===== config.mk =====
export PLATFORM = sky130hd
export DESIGN_NAME = rgb_to_yuv420_planar_unit
export DESIGN_NICKNAME = d
export VERILOG_FILES = /design/src/sv/ryuv_pkg.sv /design/src/sv/ryuv_front.sv /design/src/sv/ryuv_queue.sv /design/src/sv/ryuv_back.sv /design/src/sv/rgb_to_yuv420_planar_unit.sv
export VERILOG_INCLUDE_DIRS = /design/src /design/src/sv
export SDC_FILE = /design/constraint.sdc
export NUM_CORES = 1
export LEC_CHECK = 0
export BUFFER_PORTS_ARGS = -buffer_cell sky130_fd_sc_hd__clkbuf_2
export CAP_MARGIN = 20
export CORE_MARGIN = 1.5
export CORE_UTILIZATION = 35
export CTS_CLUSTER_DIAMETER = 30
export DETAILED_ROUTE_END_ITERATION = 12
export PLACE_DENSITY = 0.58
export SLEW_MARGIN = 20
export SYNTH_ARGS = -nofsm -noshare
export SYNTH_HDL_FRONTEND = slang
export SYNTH_SLANG_ARGS = --single-unit

===== constraint.sdc =====
create_clock -name aclk -period 7.1 [get_ports aclk]
set_clock_uncertainty 0.2 [all_clocks]
set_input_delay 0.71 -clock aclk [delete_from_list [all_inputs] [get_ports aclk]]
set_output_delay 0.71 -clock aclk [all_outputs]
set_load 0.05 [all_outputs]

===== src/sv/rgb_to_yuv420_planar_unit_assert.svh =====
// Assertion helpers used by the converter back end.
`ifndef RGB_TO_YUV420_PLANAR_UNIT_ASSERT_SVH
`define RGB_TO_YUV420_PLANAR_UNIT_ASSERT_SVH

// Same-cycle implication, disabled while reset is active.
`define RYUV_ASSERT_NOW(name, clk, rstn, ante, cons, msg) \
    name: assert property (@(posedge clk) disable iff (!(rstn)) (ante) |-> (cons)) \
        else $error(msg);

// Next-cycle implication, disabled while reset is active.
`define RYUV_ASSERT_NEXT(name, clk, rstn, ante, cons, msg) \
    name: assert property (@(posedge clk) disable iff (!(rstn)) (ante) |=> (cons)) \
        else $error(msg);

`endif


===== src/sv/ryuv_pkg.sv =====
`timescale 1ns / 1ps

package ryuv_pkg;

    localparam int OFF_W = 23;
    localparam int PIX_W = 8;
    localparam int CFG_W = 12;
    localparam int QUEUE_DEPTH = 2;
    localparam int QUEUE_AW = 1;

    localparam logic [0:0] REG_FRAME_WIDTH  = 1'b0;
    localparam logic [0:0] REG_FRAME_HEIGHT = 1'b1;

    localparam logic [CFG_W-1:0] FRAME_WIDTH_RESET  = 12'd640;
    localparam logic [CFG_W-1:0] FRAME_HEIGHT_RESET = 12'd480;

    localparam logic [15:0] COEF_Y_R = 16'd66;
    localparam logic [15:0] COEF_Y_G = 16'd129;
    localparam logic [15:0] COEF_Y_B = 16'd25;
    localparam logic [7:0]  LUMA_OFFSET = 8'd16;
    localparam logic [16:0] CHROMA_BIAS = 17'd32768;
    localparam logic [16:0] COEF_U_R = 17'd38;
    localparam logic [16:0] COEF_U_G = 17'd74;
    localparam logic [16:0] COEF_U_B = 17'd112;
    localparam logic [16:0] COEF_V_R = 17'd112;
    localparam logic [16:0] COEF_V_G = 17'd94;
    localparam logic [16:0] COEF_V_B = 17'd18;

    typedef enum logic [1:0] {
        PLANE_Y = 2'd0,
        PLANE_U = 2'd1,
        PLANE_V = 2'd2
    } plane_t;

    typedef struct packed {
        logic [PIX_W-1:0] red;
        logic [PIX_W-1:0] green;
        logic [PIX_W-1:0] blue;
        logic [OFF_W-1:0] luma_off;
        logic [OFF_W-1:0] u_off;
        logic [OFF_W-1:0] v_off;
        logic             with_chroma;
        logic             frame_end;
    } ryuv_item_t;

endpackage


===== src/sv/ryuv_front.sv =====
`timescale 1ns / 1ps

module ryuv_front
    import ryuv_pkg::*;
#(
    parameter int MAX_WIDTH  = 2048,
    parameter int MAX_HEIGHT = 2048
) (
    input  logic             aclk,
    input  logic             aresetn,
    input  logic             cfg_wr_en,
    input  logic [0:0]       cfg_addr,
    input  logic [CFG_W-1:0] cfg_wdata,
    input  logic             s_tvalid,
    output logic             s_tready,
    input  logic [23:0]      s_tdata,
    input  logic             q_full,
    output logic             q_push,
    output ryuv_item_t       q_item
);

    localparam int CW  = $clog2(MAX_WIDTH);
    localparam int LW  = $clog2(MAX_HEIGHT);
    localparam int WDW = $clog2(MAX_WIDTH + 1);
    localparam int HDW = $clog2(MAX_HEIGHT + 1);
    localparam int PW  = WDW + HDW;

    logic [CFG_W-1:0] frame_width_reg;
    logic [CFG_W-1:0] frame_height_reg;
    logic [WDW-1:0]   eff_w_reg;
    logic [WDW-1:0]   eff_w_next;
    logic [HDW-1:0]   eff_h_reg;
    logic [HDW-1:0]   eff_h_next;
    logic [PW-1:0]    size_reg;
    logic [OFF_W-1:0] u_base_reg;
    logic [OFF_W-1:0] v_base_reg;
    logic [1:0]       settle_reg;
    logic [1:0]       settle_next;

    logic [CW-1:0]    col_reg;
    logic [CW-1:0]    col_next;
    logic [LW-1:0]    line_reg;
    logic [LW-1:0]    line_next;
    logic [OFF_W-1:0] luma_reg;
    logic [OFF_W-1:0] luma_next;
    logic [OFF_W-1:0] chroma_reg;
    logic [OFF_W-1:0] chroma_next;

    logic [WDW:0] col_inc;
    logic [HDW:0] line_inc;
    logic         line_end;
    logic         frame_last;
    logic         with_chroma;
    logic         accept;

    always_comb begin
        if (frame_width_reg < CFG_W'(2)) begin
            eff_w_next = WDW'(2);
        end else if (32'(frame_width_reg) > MAX_WIDTH) begin
            eff_w_next = WDW'(MAX_WIDTH);
        end else begin
            eff_w_next = WDW'(frame_width_reg);
        end
        eff_w_next = eff_w_next & ~WDW'(1);

        if (frame_height_reg < CFG_W'(2)) begin
            eff_h_next = HDW'(2);
        end else if (32'(frame_height_reg) > MAX_HEIGHT) begin
            eff_h_next = HDW'(MAX_HEIGHT);
        end else begin
            eff_h_next = HDW'(frame_height_reg);
        end
        eff_h_next = eff_h_next & ~HDW'(1);
    end

    // Plane bases follow the dimension registers through three register stages.
    always_ff @(posedge aclk) begin
        eff_w_reg  <= eff_w_next;
        eff_h_reg  <= eff_h_next;
        size_reg   <= PW'(eff_w_reg) * PW'(eff_h_reg);
        u_base_reg <= OFF_W'(size_reg);
        v_base_reg <= OFF_W'(size_reg + (size_reg >> 2));
    end

    always_comb begin
        settle_next = settle_reg;
        if (cfg_wr_en) begin
            settle_next = 2'd3;
        end else if (settle_reg != 2'd0) begin
            settle_next = settle_reg - 2'd1;
        end
    end

    always_ff @(posedge aclk) begin
        if (!aresetn) begin
            frame_width_reg  <= FRAME_WIDTH_RESET;
            frame_height_reg <= FRAME_HEIGHT_RESET;
            settle_reg       <= 2'd3;
        end else begin
            settle_reg <= settle_next;
            if (cfg_wr_en) begin
                case (cfg_addr)
                    REG_FRAME_WIDTH: begin
                        frame_width_reg <= cfg_wdata;
                    end
                    REG_FRAME_HEIGHT: begin
                        frame_height_reg <= cfg_wdata;
                    end
                    default: begin
                    end
                endcase
            end
        end
    end

    assign s_tready = (settle_reg == 2'd0) && !q_full;
    assign accept   = s_tvalid && s_tready;
    assign q_push   = accept;

    assign col_inc     = (WDW + 1)'(col_reg) + (WDW + 1)'(1);
    assign line_inc    = (HDW + 1)'(line_reg) + (HDW + 1)'(1);
    assign line_end    = col_inc >= (WDW + 1)'(eff_w_reg);
    assign frame_last  = line_end && (line_inc >= (HDW + 1)'(eff_h_reg));
    assign with_chroma = !col_reg[0] && !line_reg[0];

    always_comb begin
        col_next    = col_reg;
        line_next   = line_reg;
        luma_next   = luma_reg;
        chroma_next = chroma_reg;
        if (accept) begin
            if (with_chroma) begin
                chroma_next = chroma_reg + OFF_W'(1);
            end
            if (frame_last) begin
                col_next    = '0;
                line_next   = '0;
                luma_next   = '0;
                chroma_next = '0;
            end else if (line_end) begin
                col_next  = '0;
                line_next = line_reg + LW'(1);
                luma_next = luma_reg + OFF_W'(1);
            end else begin
                col_next  = col_reg + CW'(1);
                luma_next = luma_reg + OFF_W'(1);
            end
        end
    end

    always_ff @(posedge aclk) begin
        if (!aresetn) begin
            col_reg    <= '0;
            line_reg   <= '0;
            luma_reg   <= '0;
            chroma_reg <= '0;
        end else begin
            col_reg    <= col_next;
            line_reg   <= line_next;
            luma_reg   <= luma_next;
            chroma_reg <= chroma_next;
        end
    end

    always_comb begin
        q_item.red         = s_tdata[7:0];
        q_item.green       = s_tdata[15:8];
        q_item.blue        = s_tdata[23:16];
        q_item.luma_off    = luma_reg;
        q_item.u_off       = u_base_reg + chroma_reg;
        q_item.v_off       = v_base_reg + chroma_reg;
        q_item.with_chroma = with_chroma;
        q_item.frame_end   = frame_last;
    end

endmodule


===== src/sv/ryuv_queue.sv =====
`timescale 1ns / 1ps

module ryuv_queue
    import ryuv_pkg::*;
(
    input  logic       aclk,
    input  logic       aresetn,
    input  logic       push,
    input  ryuv_item_t push_item,
    output logic       full,
    input  logic       pop,
    output ryuv_item_t pop_item,
    output logic       empty
);

    ryuv_item_t          entry_reg [QUEUE_DEPTH];
    logic [QUEUE_AW-1:0] wr_ptr_reg;
    logic [QUEUE_AW-1:0] rd_ptr_reg;
    logic [QUEUE_AW:0]   count_reg;
    logic [QUEUE_AW:0]   count_next;

    assign full     = count_reg == (QUEUE_AW + 1)'(QUEUE_DEPTH);
    assign empty    = count_reg == '0;
    assign pop_item = entry_reg[rd_ptr_reg];

    always_comb begin
        count_next = count_reg;
        if (push && !pop) begin
            count_next = count_reg + (QUEUE_AW + 1)'(1);
        end else if (pop && !push) begin
            count_next = count_reg - (QUEUE_AW + 1)'(1);
        end
    end

    always_ff @(posedge aclk) begin
        if (push) begin
            entry_reg[wr_ptr_reg] <= push_item;
        end
    end

    always_ff @(posedge aclk) begin
        if (!aresetn) begin
            wr_ptr_reg <= '0;
            rd_ptr_reg <= '0;
            count_reg  <= '0;
        end else begin
            count_reg <= count_next;
            if (push) begin
                wr_ptr_reg <= wr_ptr_reg + QUEUE_AW'(1);
            end
            if (pop) begin
                rd_ptr_reg <= rd_ptr_reg + QUEUE_AW'(1);
            end
        end
    end

endmodule


===== src/sv/ryuv_back.sv =====
`timescale 1ns / 1ps
`include "rgb_to_yuv420_planar_unit_assert.svh"

module ryuv_back
    import ryuv_pkg::*;
(
    input  logic        aclk,
    input  logic        aresetn,
    input  logic        q_empty,
    input  ryuv_item_t  q_item,
    output logic        q_pop,
    output logic        m_tvalid,
    input  logic        m_tready,
    output logic [31:0] m_tdata,
    output logic [2:0]  m_tuser,
    output logic        m_tlast
);

    typedef enum logic [2:0] {
        PH_Y = 3'b001,
        PH_U = 3'b010,
        PH_V = 3'b100
    } phase_t;

    logic             work_valid_reg;
    logic             work_valid_next;
    phase_t           phase_reg;
    phase_t           phase_next;
    ryuv_item_t       work_reg;
    logic [PIX_W-1:0] y_reg;
    logic [PIX_W-1:0] u_reg;
    logic [PIX_W-1:0] v_reg;

    logic             m_tvalid_reg;
    plane_t           out_plane_reg;
    logic [OFF_W-1:0] out_off_reg;
    logic [PIX_W-1:0] out_val_reg;
    logic             m_tlast_reg;
    logic             out_fend_reg;

    plane_t           sel_plane;
    logic [OFF_W-1:0] sel_off;
    logic [PIX_W-1:0] sel_val;
    logic             last_phase;
    logic             out_load;
    logic             work_free;

    logic [15:0] y_sum;
    logic [16:0] u_sum;
    logic [16:0] v_sum;

    // Arithmetic shift is a plain shift here because the bias keeps the sums non-negative.
    assign y_sum = 16'(q_item.red) * COEF_Y_R + 16'(q_item.green) * COEF_Y_G
                 + 16'(q_item.blue) * COEF_Y_B;
    assign u_sum = CHROMA_BIAS + 17'(q_item.blue) * COEF_U_B
                 - 17'(q_item.red) * COEF_U_R - 17'(q_item.green) * COEF_U_G;
    assign v_sum = CHROMA_BIAS + 17'(q_item.red) * COEF_V_R
                 - 17'(q_item.green) * COEF_V_G - 17'(q_item.blue) * COEF_V_B;

    assign last_phase = (phase_reg == PH_V) || ((phase_reg == PH_Y) && !work_reg.with_chroma);
    assign out_load   = work_valid_reg && (!m_tvalid_reg || m_tready);
    assign work_free  = !work_valid_reg || (out_load && last_phase);
    assign q_pop      = !q_empty && work_free;

    always_comb begin
        case (phase_reg)
            PH_Y: begin
                sel_plane = PLANE_Y;
                sel_off   = work_reg.luma_off;
                sel_val   = y_reg;
            end
            PH_U: begin
                sel_plane = PLANE_U;
                sel_off   = work_reg.u_off;
                sel_val   = u_reg;
            end
            PH_V: begin
                sel_plane = PLANE_V;
                sel_off   = work_reg.v_off;
                sel_val   = v_reg;
            end
            default: begin
                sel_plane = PLANE_Y;
                sel_off   = work_reg.luma_off;
                sel_val   = y_reg;
            end
        endcase
    end

    always_comb begin
        work_valid_next = work_valid_reg;
        phase_next      = phase_reg;
        if (q_pop) begin
            work_valid_next = 1'b1;
            phase_next      = PH_Y;
        end else if (out_load) begin
            if (last_phase) begin
                work_valid_next = 1'b0;
            end else if (phase_reg == PH_Y) begin
                phase_next = PH_U;
            end else begin
                phase_next = PH_V;
            end
        end
    end

    always_ff @(posedge aclk) begin
        if (!aresetn) begin
            work_valid_reg <= 1'b0;
            phase_reg      <= PH_Y;
            m_tvalid_reg   <= 1'b0;
        end else begin
            work_valid_reg <= work_valid_next;
            phase_reg      <= phase_next;
            if (out_load) begin
                m_tvalid_reg <= 1'b1;
            end else if (m_tready) begin
                m_tvalid_reg <= 1'b0;
            end
        end
    end

    always_ff @(posedge aclk) begin
        if (q_pop) begin
            work_reg <= q_item;
            y_reg    <= y_sum[15:8] + LUMA_OFFSET;
            u_reg    <= u_sum[15:8];
            v_reg    <= v_sum[15:8];
        end
        if (out_load) begin
            out_plane_reg <= sel_plane;
            out_off_reg   <= sel_off;
            out_val_reg   <= sel_val;
            m_tlast_reg   <= last_phase;
            out_fend_reg  <= work_reg.frame_end;
        end
    end

    assign m_tvalid = m_tvalid_reg;
    assign m_tdata  = {1'b0, out_val_reg, out_off_reg};
    assign m_tuser  = {out_fend_reg, out_plane_reg};
    assign m_tlast  = m_tlast_reg;

    `RYUV_ASSERT_NOW(a_u_then_v, aclk, aresetn, m_tvalid_reg && out_plane_reg == PLANE_U, work_valid_reg && phase_reg == PH_V, "V sample not pending behind U")
    `RYUV_ASSERT_NOW(a_y_then_u, aclk, aresetn, m_tvalid_reg && out_plane_reg == PLANE_Y && !m_tlast_reg, work_valid_reg && phase_reg == PH_U, "U sample not pending behind Y")
    `RYUV_ASSERT_NOW(a_v_is_last, aclk, aresetn, m_tvalid_reg && out_plane_reg == PLANE_V, m_tlast_reg, "V sample without last flag")
    `RYUV_ASSERT_NEXT(a_pop_loads, aclk, aresetn, q_pop, work_valid_reg && phase_reg == PH_Y, "popped item not loaded at luma phase")

endmodule


===== src/sv/rgb_to_yuv420_planar_unit.sv =====
`timescale 1ns / 1ps
// Order: the Y result passes from the queue through the work register to the output
// register; U and V follow behind it in turn when the output is not stalled.
// Throughput: one result per cycle from the output register while m_tready is high;
// a pixel yields one result, or three when it also carries U and V; a two-item queue
// decouples input from output. Reset: counters cleared, frame size 640 x 480; input is
// held off after reset and every configuration write while plane bases are recomputed.

module rgb_to_yuv420_planar_unit
    import ryuv_pkg::*;
#(
    parameter int MAX_WIDTH  = 2048,
    parameter int MAX_HEIGHT = 2048
) (
    input  logic             aclk,
    input  logic             aresetn,
    input  logic             cfg_wr_en,
    input  logic [0:0]       cfg_addr,
    input  logic [CFG_W-1:0] cfg_wdata,
    input  logic             s_tvalid,
    output logic             s_tready,
    // red [7:0], green [15:8], blue [23:16]
    input  logic [23:0]      s_tdata,
    output logic             m_tvalid,
    input  logic             m_tready,
    // byte_offset [22:0], sample_value [30:23], zero fill [31]
    output logic [31:0]      m_tdata,
    // plane [1:0], frame_end [2]
    output logic [2:0]       m_tuser,
    output logic             m_tlast
);

    ryuv_item_t push_item;
    ryuv_item_t pop_item;
    logic       push;
    logic       pop;
    logic       q_full;
    logic       q_empty;

    ryuv_front #(
        .MAX_WIDTH  (MAX_WIDTH),
        .MAX_HEIGHT (MAX_HEIGHT)
    ) u_front (
        .aclk      (aclk),
        .aresetn   (aresetn),
        .cfg_wr_en (cfg_wr_en),
        .cfg_addr  (cfg_addr),
        .cfg_wdata (cfg_wdata),
        .s_tvalid  (s_tvalid),
        .s_tready  (s_tready),
        .s_tdata   (s_tdata),
        .q_full    (q_full),
        .q_push    (push),
        .q_item    (push_item)
    );

    ryuv_queue u_queue (
        .aclk      (aclk),
        .aresetn   (aresetn),
        .push      (push),
        .push_item (push_item),
        .full      (q_full),
        .pop       (pop),
        .pop_item  (pop_item),
        .empty     (q_empty)
    );

    ryuv_back u_back (
        .aclk     (aclk),
        .aresetn  (aresetn),
        .q_empty  (q_empty),
        .q_item   (pop_item),
        .q_pop    (pop),
        .m_tvalid (m_tvalid),
        .m_tready (m_tready),
        .m_tdata  (m_tdata),
        .m_tuser  (m_tuser),
        .m_tlast  (m_tlast)
    );

endmodule


==> impl_metrics.toml, run 1 <==
[outcome]
status = "finished, violations left"
violations = "DRC"

[clock_tree]
cts_resized = 0
clk_latency_ns = 0.70
postCtsSetupBuffers = 0
htreeDepth = 3
numCtsBuffers = 119
clockBufferDepth = 3
root_buffer = "clkbuf_16"
clk_pin_slew_worst_paths_ns = 0.05
cts_tree = "yes"
hold_buffers = 12
clock-sinks = 510

[timing]
finalCritPeriodShare_pct = 92.2
rsz0062_at_grt = "false"
final_max_slew_viol_count = 0
worst_pin_slew_ns = 1.03
relSlewSlack_pct = 30.8
period_needed_ns = 6.55
max_freq_mhz = 153
finalSetupViolations = 0
hold_viol_final = 0
setup_tns_ns = 0

[worst_setup_path]
arrival_ns = 6.74
crit_family = "adder cells"
start_kind = "flip-flop"
r2r-end = "u_back.v_reg[7]"
cpPeakStageDelay_ns = 0.55
ff2ff_path_depth = 23
rrSetupSlack_ns = 0.55
cp_max_fo = 13
crit_buf_inv = 5
crit_required_ns = 7.29
path_class = "flip-flop to flip-flop"
cp_slowest_cell = "fa_1"
cpMostUsedCell = "inv_1"
cp-end-kind = "flip-flop"
cp_cell_sequence = "mux2i_1 -> inv_1 -> ha_1 -> fa_1 -> inv_1 -> fa_1 -> inv_1 -> ha_1 -> inv_1 -> nor2_1 -> nor2_1 -> o21bai_1 -> a21oi_1 -> xnor2_1 -> fa_1 -> inv_1 -> ha_1 -> nand3_1 -> a211oi_1 -> nor3_1 -> o31ai_1 -> a21oi_1 -> xnor2_1"

[global_route]
grt_pass1_vias = 21200
antenna_found_initial = 0
grt_max_degree = 64
gr-total-overflow = 0
track_usage_pct = 15.5
grt_pass1_wl_mm = 111

[yosys]
synthFlopType = "edfxtp_1"
netlist_instances = 2860
netlist_top_cells_area = "edfxtp_1 31%, ha_1 13%, dfxtp_1 12%, fa_1 11%, inv_1 4.5%"
ys_types = 70
syn_area_um2 = 31400
yosys.area.top_type = "edfxtp_1"
avgSynthCellArea_um2 = 11.0
synth-seq-area-share_pct = 42.7
synth_seq_cells = 510
synth.top_cell.area_share_pct = 30.6
yosys_warnings = 0
syn_nets = 3406
synth-edff-count = 320
synthArstFlopShare_pct = 0

[finish]
multi_input_area_um2 = 16400
seqCellArea_um2 = 13400
antenna_cells = 0
nFillCells = 8417
largest_register_ffs = 190
drive_gt1_share_pct = 13.1
area_growth_pct = 19.7
nets = 3577

[run]
max_cap_viol_count = 0

[hold_path]
hold-path-endpoint = "u_queue.entry_reg[1][79]"
hold_class = "input pin to flip-flop"
hold_start = "s_tdata[8]"
hold_depth = 1

[route]
vias = 20300
finalWirelength_mm = 69.0
post_drt_wl_per_cell_um = 16.0
first_iter_violations = 870
ant_nets = 0
viasPerCell = 4.71
dr.pass1.iters = 10
drc_errors = 4

[die]
ioPinCount = 80
core.rowCount = 109
initial_core_util_pct = 35.5
die_y_um = 303
die_x_um = 303
coreArea_um2 = 88600
die_area_um2 = 91600

[placed_design]
port_buffers = 78
hpwl_mm = 51.4
place.gp.congestion = 0.859
how the worst max path moves through the flow:
stage / endpoint / slack, ns / cells after the start
after floorplan: u_back.v_reg[7] / 0.38 / 27
after global placement: u_back.v_reg[7] / 0.67 / 24
after detailed placement: u_back.v_reg[7] / 0.53 / 23
after CTS: u_back.v_reg[7] / 0.47 / 23
after global routing: u_back.v_reg[7] / 0.04 / 23
final: u_back.v_reg[7] / 0.55 / 23
cell type report:
type / count / area share, %
well taps: 1165 / 3.87
inverters: 383 / 3.83
multi-input cells: 1903 / 43.5
clock buffers: 136 / 8.22
repair buffers: 114 / 1.84
flip-flops and latches: 510 / 35.7
clock inverters: 89 / 3.08
layer usage:
metal	wire, um	vias up	global-route usage (%)
met5	0	-	0
met4	2120	0	6.01
met3	2120	135	2.67
met2	35000	294	27.9
met1	29700	9708	18.4
li1	-	10100	-
cells in the final DEF, fill, tap and decap left out, types with 17 or more instances in the layout:
cell       instances
a211oi_1          17
a21boi_0          29
a21o_1            32
a21oi_1          113
a22oi_1           31
and2_1            26
and3_1            32
buf_4             24
bufinv_16         18
clkbuf_16        119
clkbuf_2          78
clkinv_2          20
dfxtp_1          189
edfxtp_1         320
fa_1             165
ha_1             339
inv_1            380
mux2_2            79
mux2i_1           21
nand2_1          260
nand3_1           51
nor2_1           182
nor2b_1           47
nor3_1            24
o21a_1            23
o21ai_0           50
o21bai_1          23
or3_1             18
xnor2_1          129
xor2_1            92
logic make-up after synthesis:
| logic type | after synthesis | share of synthesized area [%] |
|---|---|---|
| buffers and inverters | 447 | 5.38 |
| AND/OR/NAND/NOR | 693 | 10.0 |
| XOR/XNOR | 221 | 6.16 |
| adder cells (fa/ha/maj) | 506 | 24.1 |
| multiplexers | 102 | 3.59 |
| flip-flops | 510 | 42.7 |
| AO/OA/AOI/OAI | 380 | 8.08 |
| other | 1 | 0.0119 |
worst register-to-register path, cell delays in order (launching register included):
cell      delay (ns)
dfxtp_4         0.49
mux2i_1         0.47
inv_1           0.29
ha_1            0.41
fa_1            0.55
inv_1           0.05
fa_1            0.53
inv_1           0.04
ha_1            0.31
inv_1           0.08
nor2_1          0.05
nor2_1          0.17
o21bai_1        0.09
a21oi_1         0.22
xnor2_1         0.12
fa_1            0.53
inv_1           0.04
ha_1            0.33
nand3_1         0.08
a211oi_1        0.34
nor3_1          0.14
o31ai_1         0.45
a21oi_1         0.15
xnor2_1         0.14
cells in the mapped netlist, types with 4 or more instances:
| library cell | count |
|---|---|
| a2111o_1 | 4 |
| a211oi_1 | 17 |
| a21boi_0 | 29 |
| a21o_1 | 32 |
| a21oi_1 | 113 |
| a22oi_1 | 31 |
| a31o_2 | 5 |
| a31oi_1 | 8 |
| and2_1 | 27 |
| and3_1 | 32 |
| and4_1 | 5 |
| buf_1 | 5 |
| clkbuf_1 | 56 |
| dfxtp_1 | 190 |
| edfxtp_1 | 320 |
| fa_1 | 165 |
| ha_1 | 339 |
| inv_1 | 381 |
| mux2_2 | 79 |
| mux2i_1 | 21 |
| nand2_1 | 260 |
| nand2b_1 | 16 |
| nand3_1 | 51 |
| nand4_1 | 12 |
| nor2_1 | 184 |
| nor2b_1 | 48 |
| nor3_1 | 24 |
| nor3b_1 | 4 |
| nor4_1 | 4 |
| o2111ai_1 | 4 |
| o21a_1 | 23 |
| o21ai_0 | 50 |
| o21bai_1 | 23 |
| o31ai_1 | 6 |
| or3_1 | 18 |
| xnor2_1 | 129 |
| xor2_1 | 92 |
per-stage QoR:
step / area, um2 / hold slack (ns) / instances / util [%] / worst slack (ns)
6_report: 37600 / 0.0423 / 4300 / 42.4 / 0.551
5_1_grt: 37600 / 0.00512 / 4300 / 42.4 / 0.0397
4_1_cts: 37600 / 0.000208 / 4300 / 42.4 / 0.469
3_5_place_dp: 33300 / 0.153 / 4063 / 37.5 / 0.532
3_3_place_gp: 33300 / 0.147 / 4063 / 37.5 / 0.667
2_1_floorplan: 31400 / 0.137 / 2860 / - / 0.383
Power of run 1 is not shown: default switching activity piles up to over one toggle a cycle in this logic, so the estimate is an artifact.
==> run 2, diff against run 1 <==
Settings changed: RECOVER_POWER set to 25.
==> run 2 against run 1 <==
  * The run ends with DRC, capacitance limit, slew limit left
  * Critical path type unchanged
  * Highest routed layer unchanged
  * Critical path depth stayed put
  * First-iteration DRC count down 6.8%
  * Routed wire length is essentially flat
==> impl_metrics.toml, run 2 (synthesis results as in run 1) <==
[clock_tree]
root_buffer = "clkbuf_16"
cts_resized = 0
cts_tree = "yes"
numCtsBuffers = 119
postCtsSetupBuffers = 0
clk_pin_slew_worst_paths_ns = 0.04
clockBufferDepth = 3
htreeDepth = 3
clk_latency_ns = 0.70
clock-sinks = 510

[worst_setup_path]
cp_max_fo = 13
cp_cell_sequence = "mux2i_1 -> inv_1 -> ha_1 -> fa_1 -> inv_1 -> fa_1 -> inv_1 -> ha_1 -> inv_1 -> nor2_1 -> nor2_1 -> o21bai_1 -> a21oi_1 -> xnor2_1 -> fa_1 -> inv_1 -> ha_1 -> nand3_1 -> a211oi_1 -> nor3_1 -> o31ai_1 -> a21oi_1 -> xnor2_1"
path_class = "flip-flop to flip-flop"
cp_slowest_cell = "fa_1"
rrSetupSlack_ns = 0.54
cp-end-kind = "flip-flop"
ff2ff_path_depth = 23
start_kind = "flip-flop"
crit_required_ns = 7.29
r2r-end = "u_back.v_reg[7]"
arrival_ns = 6.75
cpMostUsedCell = "inv_1"
crit_family = "adder cells"
cpPeakStageDelay_ns = 0.55
crit_buf_inv = 5

[hold_path]
hold-path-endpoint = "u_front.frame_width_reg[9]"
hold_depth = 3
hold_class = "input pin to flip-flop"
hold_start = "cfg_wdata[9]"

[finish]
drive_gt1_share_pct = 12.4
area_growth_pct = 19.6
final_common_cell = "inv_1"
nets = 3577
layout.cells.non_filler = 4300
layout_common_cells = "380 x inv_1, 339 x ha_1, 320 x edfxtp_1"
final_cell_area_um2 = 37600
largest_register_ffs = 190
utilization_pct = 42.4
antenna_cells = 0

[run]
max_cap_viol_count = 4

[die]
die_area_um2 = 91600
ioPinCount = 80
coreArea_um2 = 88600
initial_core_util_pct = 35.5
die_x_um = 303
core.rowCount = 109
die_y_um = 303

[global_route]
grt_pass1_wl_mm = 111
gr-total-overflow = 0
track_usage_pct = 15.5
antenna_found_initial = 0
grt_pass1_vias = 21200
grt_max_degree = 64

[timing]
rsz0062_at_grt = "false"
final_max_slew_viol_count = 146
relSlewSlack_pct = -86.2
hold_viol_final = 0
worst_pin_slew_ns = 2.79
setup_tns_ns = 0
finalCritPeriodShare_pct = 92.4
max_freq_mhz = 152
finalSetupViolations = 0
period_needed_ns = 6.56

[route]
drc_errors = 4
ant_nets = 0
post_drt_wl_per_cell_um = 16.0
dr.pass1.iters = 10
vias = 20300
first_iter_violations = 811
viasPerCell = 4.71
finalWirelength_mm = 68.9

[outcome]
status = "finished, violations left"
violations = "DRC, capacitance limit, slew limit"

[placed_design]
dp_cells = 4063
hpwl_mm = 51.4
place.gp.congestion = 0.859
post_dp_cell_area_um2 = 33300
port_buffers = 78
run 2: changes by cell type in the layout (fill, tap and decap cells not counted), sizes merged:
cell and change:
buf -3, clkbuf +3
run 2: per-stage QoR:
stage	hold slack [ns]	setup WS, ns
final	0.0548	0.537
after global routing	0.0343	0.0397
after CTS	0.000208	0.469
after detailed placement	0.153	0.532
after global placement	0.147	0.667
after floorplan	0.137	0.383
run 2: what timing repair did:
| item | CTS | global route |
|---|---|---|
| endpoints found under the setup margin | 0 | 0 |
| endpoints found under the hold margin | 23 | 0 |
| hold buffers | 12 | 0 |
run 2: layout make-up:
type	count	area [um2]
timing repair buffer	114	654
sequential	510	13400
inverter	383	1440
tap	1165	1460
fill	8429	51100
clock buffer	136	3090
multi-input combinational	1903	16400
clock inverter	89	1160
run 2: worst max-delay path by stage:
stage / start / end / cells after the start / slack [ns]
detailed placement: flip-flop / u_back.v_reg[7] / 23 / 0.53
CTS: flip-flop / u_back.v_reg[7] / 23 / 0.47
floorplan: flip-flop / u_back.v_reg[7] / 27 / 0.38
global route: flip-flop / u_back.v_reg[7] / 23 / 0.04
global placement: flip-flop / u_back.v_reg[7] / 24 / 0.67
finish: flip-flop / u_back.v_reg[7] / 23 / 0.54
run 2: metal layers:
metal  share of wire (%)  wire length, um  GRT usage [%]  vias up
met5                   0                0              0        -
met2                  51            35000           27.9      287
li1                    -                -              -    10100
met4                 3.2             2170           6.01        0
met3                 3.0             2100           2.67      137
met1                  43            29600           18.4     9705
run 2: tightest hold or removal path: cells and delay by family:
family | cells | cell delay (ns)
AND/OR/NAND/NOR | 2 | 0.11
buffers and inverters | 1 | 0.09
Power of run 2 is left out for the same reason.
